--- src/design/oahs_pkg.sv ---
package oahs_pkg;

  localparam int unsigned KEY_BITS    = 64;
  localparam int unsigned HASH_BITS   = 64;
  localparam int unsigned SLOT_IDX_W  = 10;
  localparam int unsigned MAX_SLOTS   = 1 << SLOT_IDX_W;
  localparam int unsigned MAX_ENTRIES = (MAX_SLOTS * 2) / 3;
  localparam int unsigned ENT_IDX_W   = $clog2(MAX_ENTRIES);
  localparam int unsigned CNT_W       = 10;
  localparam int unsigned CODE_W      = 11;
  localparam int unsigned LG_W        = 5;
  localparam int unsigned STEP_W      = 11;

  localparam logic [LG_W-1:0]   SLOT_LG_MIN = LG_W'(3);
  localparam logic [LG_W-1:0]   SLOT_LG_MAX = LG_W'(SLOT_IDX_W);
  localparam logic [CODE_W-1:0] SLOT_EMPTY  = {CODE_W{1'b1}};
  localparam logic [CODE_W-1:0] SLOT_TOMB   = {{(CODE_W-1){1'b1}}, 1'b0};

  typedef enum logic [2:0] {
    MODE_ADD      = 3'd0,
    MODE_CONTAINS = 3'd1,
    MODE_DISCARD  = 3'd2,
    MODE_POP      = 3'd3,
    MODE_CLEAR    = 3'd4
  } mode_e;

  typedef enum logic [2:0] {
    ST_INSERTED  = 3'd0,
    ST_PRESENT   = 3'd1,
    ST_FOUND     = 3'd2,
    ST_ABSENT    = 3'd3,
    ST_REMOVED   = 3'd4,
    ST_POP_EMPTY = 3'd5,
    ST_FULL      = 3'd6,
    ST_CLEARED   = 3'd7
  } status_e;

  typedef struct packed {
    logic [2:0]           mode;
    logic [KEY_BITS-1:0]  key_value;
    logic [HASH_BITS-1:0] key_hash;
  } in_req_t;

  typedef struct packed {
    logic [2:0]          status;
    logic [KEY_BITS-1:0] key_out;
    logic [CNT_W-1:0]    live_count;
  } out_rsp_t;

  typedef struct packed {
    logic                 start;
    logic                 adv;
    logic [HASH_BITS-1:0] hash;
    logic [LG_W-1:0]      lg;
  } probe_ctrl_t;

  typedef struct packed {
    logic [SLOT_IDX_W-1:0] idx;
    logic                  last;
  } probe_stat_t;

  function automatic logic [SLOT_IDX_W-1:0] slot_mask(input logic [LG_W-1:0] lg);
    logic [SLOT_IDX_W:0] s;
    s = (SLOT_IDX_W+1)'(1) << lg;
    return SLOT_IDX_W'(s - (SLOT_IDX_W+1)'(1));
  endfunction

  // two thirds of the slot count
  function automatic logic [CNT_W-1:0] usable_of(input logic [LG_W-1:0] lg);
    logic [CNT_W-1:0] u;
    case (lg)
      LG_W'(3):  u = CNT_W'((8 * 2) / 3);
      LG_W'(4):  u = CNT_W'((16 * 2) / 3);
      LG_W'(5):  u = CNT_W'((32 * 2) / 3);
      LG_W'(6):  u = CNT_W'((64 * 2) / 3);
      LG_W'(7):  u = CNT_W'((128 * 2) / 3);
      LG_W'(8):  u = CNT_W'((256 * 2) / 3);
      LG_W'(9):  u = CNT_W'((512 * 2) / 3);
      default:   u = CNT_W'(MAX_ENTRIES);
    endcase
    return u;
  endfunction

  // smallest table from 8 slots up that is larger than 3*live
  function automatic logic [LG_W-1:0] grow_lg(input logic [CNT_W-1:0] live);
    logic [CNT_W+2:0] m3;
    logic [LG_W-1:0]  lg;
    m3 = {1'b0, live, 2'b0} - (CNT_W+3)'(live);
    lg = SLOT_LG_MIN;
    for (int k = 3; k <= CNT_W + 2; k++) begin
      if (((CNT_W+3)'(1) << k) <= m3) lg = LG_W'(k + 1);
    end
    return lg;
  endfunction

endpackage

--- src/design/oahs_probe_seq.sv ---
module oahs_probe_seq import oahs_pkg::*; (
  input  logic        clk_i,
  input  logic        rst_ni,
  input  probe_ctrl_t ctrl_i,
  output probe_stat_t stat_o
);

  logic [SLOT_IDX_W-1:0] idx_q, idx_d, mask;
  logic [HASH_BITS-1:0]  pert_q, pert_d, pert_nx;
  logic [STEP_W-1:0]     n_q, n_d;
  logic [STEP_W:0]       guard_lim;

  assign mask      = slot_mask(ctrl_i.lg);
  assign pert_nx   = pert_q >> 5;
  assign guard_lim = ((STEP_W+1)'(1) << ctrl_i.lg) + (STEP_W+1)'(16);

  always_comb begin
    idx_d  = idx_q;
    pert_d = pert_q;
    n_d    = n_q;
    if (ctrl_i.start) begin
      idx_d  = ctrl_i.hash[SLOT_IDX_W-1:0] & mask;
      pert_d = ctrl_i.hash;
      n_d    = '0;
    end else if (ctrl_i.adv) begin
      idx_d  = ({idx_q[SLOT_IDX_W-3:0], 2'b00} + idx_q + pert_nx[SLOT_IDX_W-1:0]
               + SLOT_IDX_W'(1)) & mask;
      pert_d = pert_nx;
      n_d    = n_q + STEP_W'(1);
    end
  end

  always_ff @(posedge clk_i or negedge rst_ni) begin
    if (!rst_ni) begin
      idx_q  <= '0;
      pert_q <= '0;
      n_q    <= '0;
    end else begin
      idx_q  <= idx_d;
      pert_q <= pert_d;
      n_q    <= n_d;
    end
  end

  assign stat_o.idx  = idx_q;
  assign stat_o.last = ({1'b0, n_q} + (STEP_W+1)'(1)) >= guard_lim;

endmodule

--- config.mk ---
export PLATFORM = sky130hd
export DESIGN_NAME = oahs_probe_seq
export DESIGN_NICKNAME = d
export VERILOG_FILES = /design/src/design/oahs_pkg.sv /design/src/design/oahs_probe_seq.sv
export SDC_FILE = /design/constraint.sdc
export NUM_CORES = 1
export LEC_CHECK = 0
export BUFFER_PORTS_ARGS = -buffer_cell sky130_fd_sc_hd__buf_2
export CAP_MARGIN = 20
export CORE_ASPECT_RATIO = 1.1
export CORE_UTILIZATION = 40
export CTS_CLUSTER_DIAMETER = 150
export DETAILED_ROUTE_END_ITERATION = 8
export PLACE_DENSITY = 0.56
export SLEW_MARGIN = 5
export SYNTH_ARGS = -nofsm -noshare
export SYNTH_HDL_FRONTEND = slang
export SYNTH_SLANG_ARGS = --single-unit
--- constraint.sdc ---
create_clock -name clk_i -period 3.24 [get_ports clk_i]
set_input_delay 0.162 -clock clk_i [delete_from_list [all_inputs] [get_ports clk_i]]
set_output_delay 0.162 -clock clk_i [all_outputs]
set_load 0.01 [all_outputs]
======== Word level (Yosys, flattened, before mapping) ========
Index checks and enable logic that the tools add are counted.
word-level totals
  memory bits (read-only) ................. 0
  memories kept ........................... 0
  output and inout bits ................... 11
  word-level logic and storage cells ...... 22
  RAM bits ................................ 0
  input port bits ......................... 73
  register bits after elaboration ......... 85
  bits in latches ......................... 0
cells by class
  shift operators ......................... 2
  $add $sub $neg .......................... 7
  order comparisons ....................... 1
  multiply operators ...................... 0
  eq/ne operators ......................... 0
  bitwise logic cells ..................... 2
  reduce and logical (&&, ||, !) cells .... 1
  multiplexer cells ....................... 6
  divide/modulo/power cells ............... 0
operator list
  kind                                                number
  two-way mux 64 bit                                  2
  two-way mux 11 bit                                  2
  adder 10 bit                                        2
  AND 10 bit                                          2
  two-way mux 10 bit                                  2
  adder 11 x 1 -> 12 bit, second input constant       1
  adder 12 x 6 -> 12 bit, second input constant       1
  greater-or-equal comparator 12 bit                  1
  left shift 1 x 5 -> 12 bit, first input constant    1
  adder 11 x 1 -> 11 bit, second input constant       1
  adder 10 x 1 -> 10 bit, second input constant       1
  left shift 1 x 5 -> 10 bit, first input constant    1
  subtractor 10 x 1 -> 10 bit, second input constant  1
  nonzero test 2 bit                                  1

======== Logic depth before layout (Yosys ltp) ========
Gate-level depths: netlist (run 1).
  word-level depth ........................ 6
  mapped depth ............................ 12
  mapped depth without buffers ............ 12

======== Worst setup path before layout (run 1) ========
OpenSTA, ideal clock, no wires.
  kind .................................... register to register
  start point ............................. reg idx_q[2]
  end point ............................... reg idx_q[8]
  data required time ...................... 3119 ps
  buffers on the path ..................... 0
  data arrival time ....................... 2450 ps
  stages on the path, launching flop included .. 11
  clock period less this slack ............ 2571 ps
  library setup time ...................... 121 ps
  path slack .............................. 669 ps
  cell sequence ........................... dfrtp_1 > inv_1 > fa_1 > inv_1 > ha_1 > a211oi_1 > nor3_1 > a211oi_1 > xor2_1 > o21ai_0 > a22o_1
on the way
  longest elaborated chain between the ends .. 6
ends and longest elaborated chain
  item                       RTL line              text
  from (decl)                oahs_probe_seq.sv:8   logic [SLOT_IDX_W-1:0] idx_q, idx_d, mask;
  from (signal assigned)     oahs_probe_seq.sv:39  idx_q <= idx_d;
  adder 10 bit (2 in a row)  oahs_probe_seq.sv:26  idx_d = ({idx_q[SLOT_IDX_W-3:0], 2'b00} + idx_q + pert_nx[SLOT_IDX_W-1:0]
  adder 10 x 1 -> 10 bit     oahs_probe_seq.sv:27  + SLOT_IDX_W'(1)) & mask;
  AND 10 bit                 oahs_probe_seq.sv:27
  two-way mux 10 bit         oahs_probe_seq.sv:25  end else if (ctrl_i.adv) begin
  two-way mux 10 bit         oahs_probe_seq.sv:21  if (ctrl_i.start) begin
No other way between the ends. The select of a mux whose other input is x is not followed.
A chain may end at the register's enable or synchronous reset.

==> results.cfg, run 1 <==
[sta]
worst_slew_pin_slew_ps = 969
final-setup-viol-count = 0
period_minus_slack_ps = 2930
finClkSkew_ps = 4.42
post-route-period-util_pct = 90.3
timing.final.ws_setup_ps = 314
hold_violations = 0
drv_slew = 0
fmax_mhz = 342
fin_tns_setup_ps = 0
relSlewSlack_pct = 35.4
grt_setup_unrepaired = no
holdWs_ps = 16.9

[clock_network]
cts_tree = yes
clk_latency_ps = 350
root_buffer = clkbuf_16
cts_max_level = 3
ctsHoldBuffers = 0
clk_pin_slew_ps = 60
clk_path_buf_depth = 2
post_cts_resized = 0
cts_setup_buffers = 0
clock-sinks = 80
cts_buffers = 9

[route]
finalWirelength_um = 10900
drtIter0Drc = 191
viasPerCell = 5.10
first_pass_iters = 4
ant_nets = 0
wire_per_inst_um = 15.0
vias = 3710
drc = 0

[layout]
layout-drive-gt1-share_pct = 18.0
insertedDiodeCount = 0
finish.instance_area_mm2 = 0.00567
fin_cells = 727
nFillCells = 1163
fin_util_pct = 48.9
nets = 679
syn_to_final_growth_pct = 17.9

[setup_path]
worstSetupEndpointType = output port
critPathLaunchType = register
cp.arrival_ps = 2760
crit_type = reg2out
path_max_fanout = 4
required_ps = 3080

[grt]
grt_overflow = 0
antenna_found_initial = 0
grt_pass1_wl_um = 17800
grt_pass1_vias = 3651
track_usage_pct = 18.8
grt_max_degree = 101

[logic_synthesis]
ys_types = 41
syn_nets = 609
synth_seq_cells = 80
synth_ff_type = dfrtp_1
syn_inst = 502
yosysSeqAreaShare_pct = 41.7
avgSynthCellArea_um2 = 9.57
async_flop_share_pct = 100
yosysWarnings = 0
synth_edf_count = 0
syn_area_mm2 = 0.00481

[placement]
dpl-instance-area_mm2 = 0.00532
portBuffers = 83
post-place-cells = 709
place_hpwl_um = 7620
globalplace.congestion = 0.858
preCtsSetupSlack_ps = 543

[floorplanning]
start_util_pct = 41.5
rows = 41
design.die.area_mm2 = 0.0125
fp.coreArea_mm2 = 0.0116
num_io_pins = 84
die_x_um = 107
dieHeight_um = 117

[power]
finalPower_mw = 3.33
leakage_nw = 2.85
worst_ir_drop_vdd_uv = 261
powerDensity_mw_per_mm2 = 588

[status]
outcome = finished clean

[run]
cap_violations = 0

[hold_path]
hold_path_class = in2reg
==> final cells by class <==
cell class                      count  area, um2  share of cell area [%]
Tap cell                          150        188                    3.31
Timing Repair Buffer               88        483                    8.52
Clock buffer                       11        233                    4.11
Clock inverter                      5       81.3                    1.44
Multi-Input combinational cell    378       2620                    46.3
Inverter                           15       56.3                   0.994
Sequential cell                    80       2000                    35.3
==> sequential cells by signal, indices dropped and copies added (netlist names) <==
register / count
idx_q: 10
pert_q: 59
n_q: 11
==> routing by layer <==
layer	wire (um)	GRT usage, %	vias up
li1	-	-	1875
met1	5020	24.1	1729
met2	5050	30.0	89
met3	525	4.87	17
met4	282	8.95	0
met5	0	0	-
==> path summary, 6_finish.rpt <==
path / startpoint / end / slack [ps] / cells after the start
min in group asynchronous: rst_ni / pert_q[46]$_DFFE_PN0P_ / 290 / 2
max in group asynchronous: rst_ni / n_q[7]$_DFFE_PN0P_ / 2360 / 3
worst min register to register: pert_q[62]$_DFFE_PN0P_ / pert_q[62]$_DFFE_PN0P_ / 500 / 1
worst max register to register: idx_q[2]$_DFFE_PN0P_ / idx_q[8]$_DFFE_PN0P_ / 540 / 10
worst max-delay path: n_q[0]$_DFFE_PN0P_ / stat_o[0] / 310 / 11
worst min-delay path: ctrl_i[27] / pert_q[22]$_DFFE_PN0P_ / 20 / 3
==> layout by cell type, fill, tap and decap left out, drive strengths merged, types with 14 or more instances in the layout <==
| cell type | count |
|---|---|
| a21oi | 14 |
| buf | 87 |
| dfrtp | 80 |
| ha | 26 |
| inv | 15 |
| mux2i | 55 |
| nand2 | 81 |
| nor2 | 20 |
| o21ai | 67 |
| xor2 | 23 |
==> Yosys cell counts (9+ instances only) <==
master / n / share of area [%]
buf_2: 9 / 0.94
nand3_1: 11 / 1.1
a21oi_1: 14 / 1.5
nor2_1: 20 / 1.6
clkbuf_1: 16 / 1.2
dfrtp_1: 80 / 42
inv_1: 15 / 1.2
xor2_1: 23 / 4.2
ha_1: 26 / 6.8
o21ai_0: 67 / 7.0
mux2i_1: 55 / 11
nand2_1: 81 / 6.3
==> report_power, final <==
group	switching, mW	internal, mW	leakage (nW)	total (mW)
clock network	0.407	0.675	0.150	1.08
logic	0.541	0.474	1.70	1.02
registers	0.118	1.12	0.994	1.23
==> worst max-delay path: stages (launching register included) <==
cell and delay, ps:
dfrtp_1 400, ha_1 210, and3_1 230, and3_1 220, and3_1 250, nand3_1 110, xnor2_1 140, ha_1 320
a21o_1 170, a21oi_1 130, o21ai_0 100, buf_2 140
==> logic make-up after synthesis <==
family                     after synthesis  synth area share (%)
buffers and inverters                   44                  3.75
xor gates and xnor gates                28                  5.10
DFF                                     80                  41.7
and+or+nand+nor                        149                  14.1
AOI/OAI and AO/OA                      112                  13.9
adders and majority gates               34                  10.1
muxes                                   55                  11.5
(Power assumes the default switching activity.)
==> inputs of run 2 (changes only) <==
Clock period 3.24 ns to 3.73 ns, I/O delays scaled along.
==> results.cfg, run 2 (synthesis results as in run 1) <==
[hold_path]
hold_path_class = in2reg
holdPathStages = 3

[route]
finalWirelength_um = 10600
drtIter0Drc = 213
first_pass_iters = 4
drc = 0
wire_per_inst_um = 14.6
vias = 3715
viasPerCell = 5.12
ant_nets = 0

[clock_network]
clk_pin_slew_ps = 60
post_cts_resized = 0
clk_latency_ps = 330
cts_buffers = 9
root_buffer = clkbuf_16
clk_path_buf_depth = 2
cts_setup_buffers = 0
cts_max_level = 3
clock-sinks = 80
cts_tree = yes

[power]
switching_share_pct = 31.3
worst_ir_drop_vdd_uv = 238
p_clk_share_pct = 32.3
leakage_nw = 2.85
p_int_mw = 1.98
pwr-share-comb_pct = 30.4
seq_power_share_pct = 37.3
powerDensity_mw_per_mm2 = 508
p_switching_mw = 0.899

[layout]
insertedDiodeCount = 0
layout-drive-gt1-share_pct = 17.9
largest_reg_flops = 59
final_cell_mix = nand2_1, dfrtp_1, buf_2, o21ai_0, mux2i_1
top_register = pert_q
nFillCells = 1137
nets = 679
layout_commonest_cell = nand2_1
reg.largest.list = pert_q (59), n_q (11), idx_q (10)
fin_util_pct = 48.8
syn_to_final_growth_pct = 17.8

[setup_path]
r2r_start = idx_q[2]$_DFFE_PN0P_
cp.depth = 11
required_ps = 3540
crit_buf_inv = 1
crit_start = n_q[0]$_DFFE_PN0P_
critPathLaunchType = register
reg2reg_depth = 10
endpoint = stat_o[0]
path_max_fanout = 4
path_delay_family = simple AND/OR/NAND/NOR gates
r2r-end = idx_q[6]$_DFFE_PN0P_
worstSetupEndpointType = output port
worstPathCellList = ha_1, and3_1, and3_1, and3_1, nand3_1, xnor2_1, ha_1, a21o_1, a21oi_1, o21ai_0, buf_2
r2r_slack_ps = 980
crit_path_frequent_cell = and3_1
cp_slowest_cell = dfrtp_1
slowest_delay_ps = 400
crit_type = reg2out
cp.arrival_ps = 2760

[placement]
place_hpwl_um = 7570
portBuffers = 83
preCtsSetupSlack_ps = 1020
globalplace.congestion = 0.870

[sta]
drv_slew = 0
hold_violations = 0
timing.final.ws_setup_ps = 784
finClkSkew_ps = 7.50
grt_setup_unrepaired = no
fmax_mhz = 339
post-route-period-util_pct = 79.0
fin_tns_setup_ps = 0
period_minus_slack_ps = 2950
relSlewSlack_pct = 56.4
final-setup-viol-count = 0
worst_slew_pin_slew_ps = 654

[grt]
grt_pass1_vias = 3653
grt_pass1_wl_um = 17800
grt_max_degree = 81
grt_overflow = 0
track_usage_pct = 18.5
antenna_found_initial = 0

[status]
outcome = finished clean

[floorplanning]
fp.coreArea_mm2 = 0.0116
dieHeight_um = 117
die_x_um = 107
design.die.area_mm2 = 0.0125
start_util_pct = 41.5
rows = 41
num_io_pins = 84

[run]
cap_violations = 0
run 2: changes by cell type in the layout (fill, tap and decap cells not counted), sizes merged:
cell and delta:
clkinv -2
run 2: worst min path at each step:
stage | start | to | slack [ps]
after detailed placement | ctrl_i[34] | pert_q[29]$_DFFE_PN0P_ | 400
after global placement | ctrl_i[28] | pert_q[23]$_DFFE_PN0P_ | 390
after CTS | ctrl_i[34] | pert_q[29]$_DFFE_PN0P_ | 50
after global routing | ctrl_i[34] | pert_q[29]$_DFFE_PN0P_ | 60
final | ctrl_i[34] | pert_q[29]$_DFFE_PN0P_ | 50
after floorplan | rst_ni | idx_q[0]$_DFFE_PN0P_ | -110
run 2: worst min-delay path: stages:
cell	delay [ps]
buf_2	70
nand2_1	40
o21ai_0	50
run 2: area by class of cell:
class | instances | area (um2) | area share [%]
inverters | 15 | 56.3 | 0.994
repair buffers | 88 | 483 | 8.53
well taps | 150 | 188 | 3.31
multi-input cells | 378 | 2620 | 46.3
clock inverters | 3 | 67.6 | 1.19
clock buffers | 11 | 243 | 4.29
flip-flops and latches | 80 | 2000 | 35.4
run 2: timing repair:
action | CTS | global route
hold endpoints to repair | 0 | 30
hold buffers | 0 | 1
endpoints found under the setup margin | 0 | 0
run 2: per-layer routing:
layer / global-route usage (%) / up-vias / share of wire, %
met5: 0 / - / 0
li1: - / 1882 / -
met3: 3.54 / 19 / 4.4
met4: 7.21 / 0 / 2.2
met1: 25.7 / 1724 / 48
met2: 28.7 / 90 / 45
run 2: power by group through the flow:
| stage | Clock [mW] | Combinational (mW) | Sequential, mW |
|---|---|---|---|
| finish | 0.929 | 0.874 | 1.07 |
| floorplan | 0 | 0.636 | 1.07 |
| detailed placement | 0 | 0.870 | 1.09 |
| global placement | 0 | 0.858 | 1.09 |
| CTS | 0.956 | 0.878 | 1.07 |
| global route | 0.990 | 1.01 | 1.09 |
run 2: through the flow:
step / hold slack (ps) / instances / area, um2 / power (mW)
floorplan: -109 / 502 / 4810 / 1.71
global placement: 393 / 709 / 5320 / 1.94
detailed placement: 397 / 709 / 5320 / 1.96
CTS: 45.2 / 723 / 5630 / 2.91
global route: 56.4 / 725 / 5660 / 3.08
finish: 52.8 / 725 / 5660 / 2.88
==> inputs of run 3 (changes only) <==
Settings changed: ABC_AREA set to 1, PLACE_DENSITY 0.56 to 0.59.
Clock period 3.73 ns to 2.36 ns, I/O delays scaled along.
==> results.cfg, run 3 <==
[route]
first_pass_iters = 4
drc = 0
vias = 4126
drtIter0Drc = 209
viasPerCell = 4.87
wire_per_inst_um = 14.0
ant_nets = 0
finalWirelength_um = 11800

[sta]
timing.final.ws_setup_ps = -134
fmax_mhz = 401
hold_violations = 0
relSlewSlack_pct = 46.2
period_minus_slack_ps = 2490
worst_slew_pin_slew_ps = 805
finClkSkew_ps = 10.2
drv_slew = 0
final-setup-viol-count = 1
grt_setup_unrepaired = yes
post-route-period-util_pct = 106

[hold_path]
hold_path_class = in2reg
hp-start = ctrl_i[54]

[logic_synthesis]
synth_edf_count = 0
yosysWarnings = 0
async_flop_share_pct = 100
ys_types = 38
synth.most_common_cell = nand2_1
yosysSeqAreaShare_pct = 42.4
post-synth-top-area-cell = dfrtp_1
avgSynthCellArea_um2 = 8.01
syn_inst = 589
synth_ff_type = dfrtp_1
synth_common_cells = nand2_1, inv_1, dfrtp_1
syn_nets = 696
synth_top_area_share_pct = 42.4
synth_seq_cells = 80
synth_area_leaders = dfrtp_1, nand2_1, inv_1
syn_area_mm2 = 0.00472

[floorplanning]
start_util_pct = 41.1
dieHeight_um = 116
rows = 41
design.die.area_mm2 = 0.0122
num_io_pins = 84
fp.coreArea_mm2 = 0.0115
die_x_um = 106

[setup_path]
endpoint = stat_o[0]
slowest_delay_ps = 410
cp_slowest_cell = dfrtp_2
cp.arrival_ps = 2380
critPathLaunchType = register
r2r_start = idx_q[2]$_DFFE_PN0P_
required_ps = 2240
crit_buf_inv = 1
path_delay_family = simple AND/OR/NAND/NOR gates
crit_start = n_q[0]$_DFFE_PN0P_
reg2reg_depth = 13
r2r-end = idx_q[7]$_DFFE_PN0P_
r2r_slack_ps = 190
worstSetupEndpointType = output port
crit_type = reg2out
cp.depth = 11
path_max_fanout = 5
worstPathCellList = nand3_2, nor2_4, nand2_2, nor3_4, xor2_2, ha_1, a21oi_1, nor2_1, a211oi_1, nand4_1, buf_2

[grt]
antenna_found_initial = 1
grt_pass1_wl_um = 19700
grt_overflow = 0
grt_max_degree = 46
track_usage_pct = 20.8
grt_pass1_vias = 4126

[clock_network]
clk_path_buf_depth = 2
clk_pin_slew_ps = 60
cts_tree = yes
root_buffer = clkbuf_16
clk_latency_ps = 330
clock-sinks = 80
cts_max_level = 3
cts_buffers = 9

[power]
leakage_nw = 3.09
worst_ir_drop_vdd_uv = 474
powerDensity_mw_per_mm2 = 839
finalPower_mw = 4.89

[layout]
nFillCells = 1169
syn_to_final_growth_pct = 23.6
largest_reg_flops = 59
layout-drive-gt1-share_pct = 18.2
nets = 799
reg.largest.list = pert_q (59), n_q (11), idx_q (10)
fin_cells = 847
layout_commonest_cell = nand2_1
insertedDiodeCount = 0
final_cell_mix = nand2_1, inv_1, buf_2, dfrtp_1, o221ai_1
multi_input_area_mm2 = 0.00227
top_register = pert_q
regArea_mm2 = 0.00200
finish.instance_area_mm2 = 0.00583

[status]
violations = negative setup slack
outcome = complete, but fails checks

[run]
cap_violations = 0

[placement]
dpl-instance-area_mm2 = 0.00530
preCtsSetupSlack_ps = 89.3
place_hpwl_um = 8640
post-place-cells = 808
portBuffers = 83
globalplace.congestion = 0.880
-- run 3: cell types whose count changed after synthesis, sizes merged, moves of 8 or more --
| cell | before | now |
|---|---|---|
| nand3 | 11 | 23 |
| mux2i | 55 | 0 |
| xor2 | 23 | 10 |
| nand2 | 81 | 187 |
| inv | 15 | 104 |
| o211ai | 1 | 11 |
| o21ai | 67 | 18 |
| nand2b | 8 | 0 |
| o221ai | 0 | 30 |
| a21o | 8 | 0 |
-- run 3: cell type report --
| class | count | area share (%) |
|---|---|---|
| clock inverters | 4 | 0.493 |
| multi-input cells | 383 | 38.8 |
| clock buffers | 12 | 4.40 |
| flip-flops and latches | 80 | 34.3 |
| well taps | 150 | 3.22 |
| repair buffers | 114 | 12.0 |
| inverters | 104 | 6.69 |
-- run 3: cells by family after synthesis --
| group | after synthesis | synth area share [%] |
|---|---|---|
| adder cells (fa/ha/maj) | 34 | 10.3 |
| XOR/XNOR | 11 | 2.20 |
| buffers and inverters | 126 | 10.2 |
| AO/OA/AOI/OAI | 87 | 13.0 |
| flip-flops | 80 | 42.4 |
| AND/OR/NAND/NOR | 251 | 21.9 |
-- run 3: what timing repair did --
item	4_1_cts	5_1_grt
hold endpoints to repair	47	0
gates cloned	0	0
setup endpoints to repair	1	5
hold buffers	20	0
pin swaps	1	3
buffers inserted	2	1
resized for setup	1	8
-- run 3: worst min-delay path by stage --
stage / end / slack, ps / depth (start not counted)
global placement: pert_q[44]$_DFFE_PN0P_ / 90 / 1
global route: pert_q[28]$_DFFE_PN0P_ / 9 / 3
finish: pert_q[49]$_DFFE_PN0P_ / 8 / 3
CTS: pert_q[49]$_DFFE_PN0P_ / 0.04 / 3
floorplan: idx_q[0]$_DFFE_PN0P_ / -180 / 0
detailed placement: pert_q[44]$_DFFE_PN0P_ / 100 / 1
-- run 3: layer usage --
| layer | GRT usage [%] | vias to the layer above | wire length [um] |
|---|---|---|---|
| met3 | 5.12 | 9 | 583 |
| met5 | 0 | - | 0 |
| met2 | 35.4 | 82 | 5550 |
| met1 | 26.6 | 1919 | 5570 |
| li1 | - | 2116 | - |
| met4 | 5.65 | 0 | 130 |
-- run 3: worst reg2reg max path, delay by kind of cell, from the launching register on --
kind | cells | cell delay, ps
adders and majority gates | 2 | 890
buffers and inverters | 2 | 160
DFF | 1 | 410
and+or+nand+nor | 9 | 590
-- run 3: per-stage QoR --
step | utilization, % | setup TNS, ps | hold WS (ps)
6_report | 50.8 | -134 | 7.97
4_1_cts | 50.5 | -187 | 0.0441
2_1_floorplan | - | 0 | -178
3_5_place_dp | 46.1 | 0 | 96.3
5_1_grt | 50.8 | -224 | 8.55
3_3_place_gp | 46.1 | 0 | 91.3
-- run 3: report_power, final --
| part | internal, mW | switching, mW |
|---|---|---|
| Combinational | 0.773 | 1.11 |
| Sequential | 1.54 | 0.151 |
| Clock | 0.770 | 0.546 |
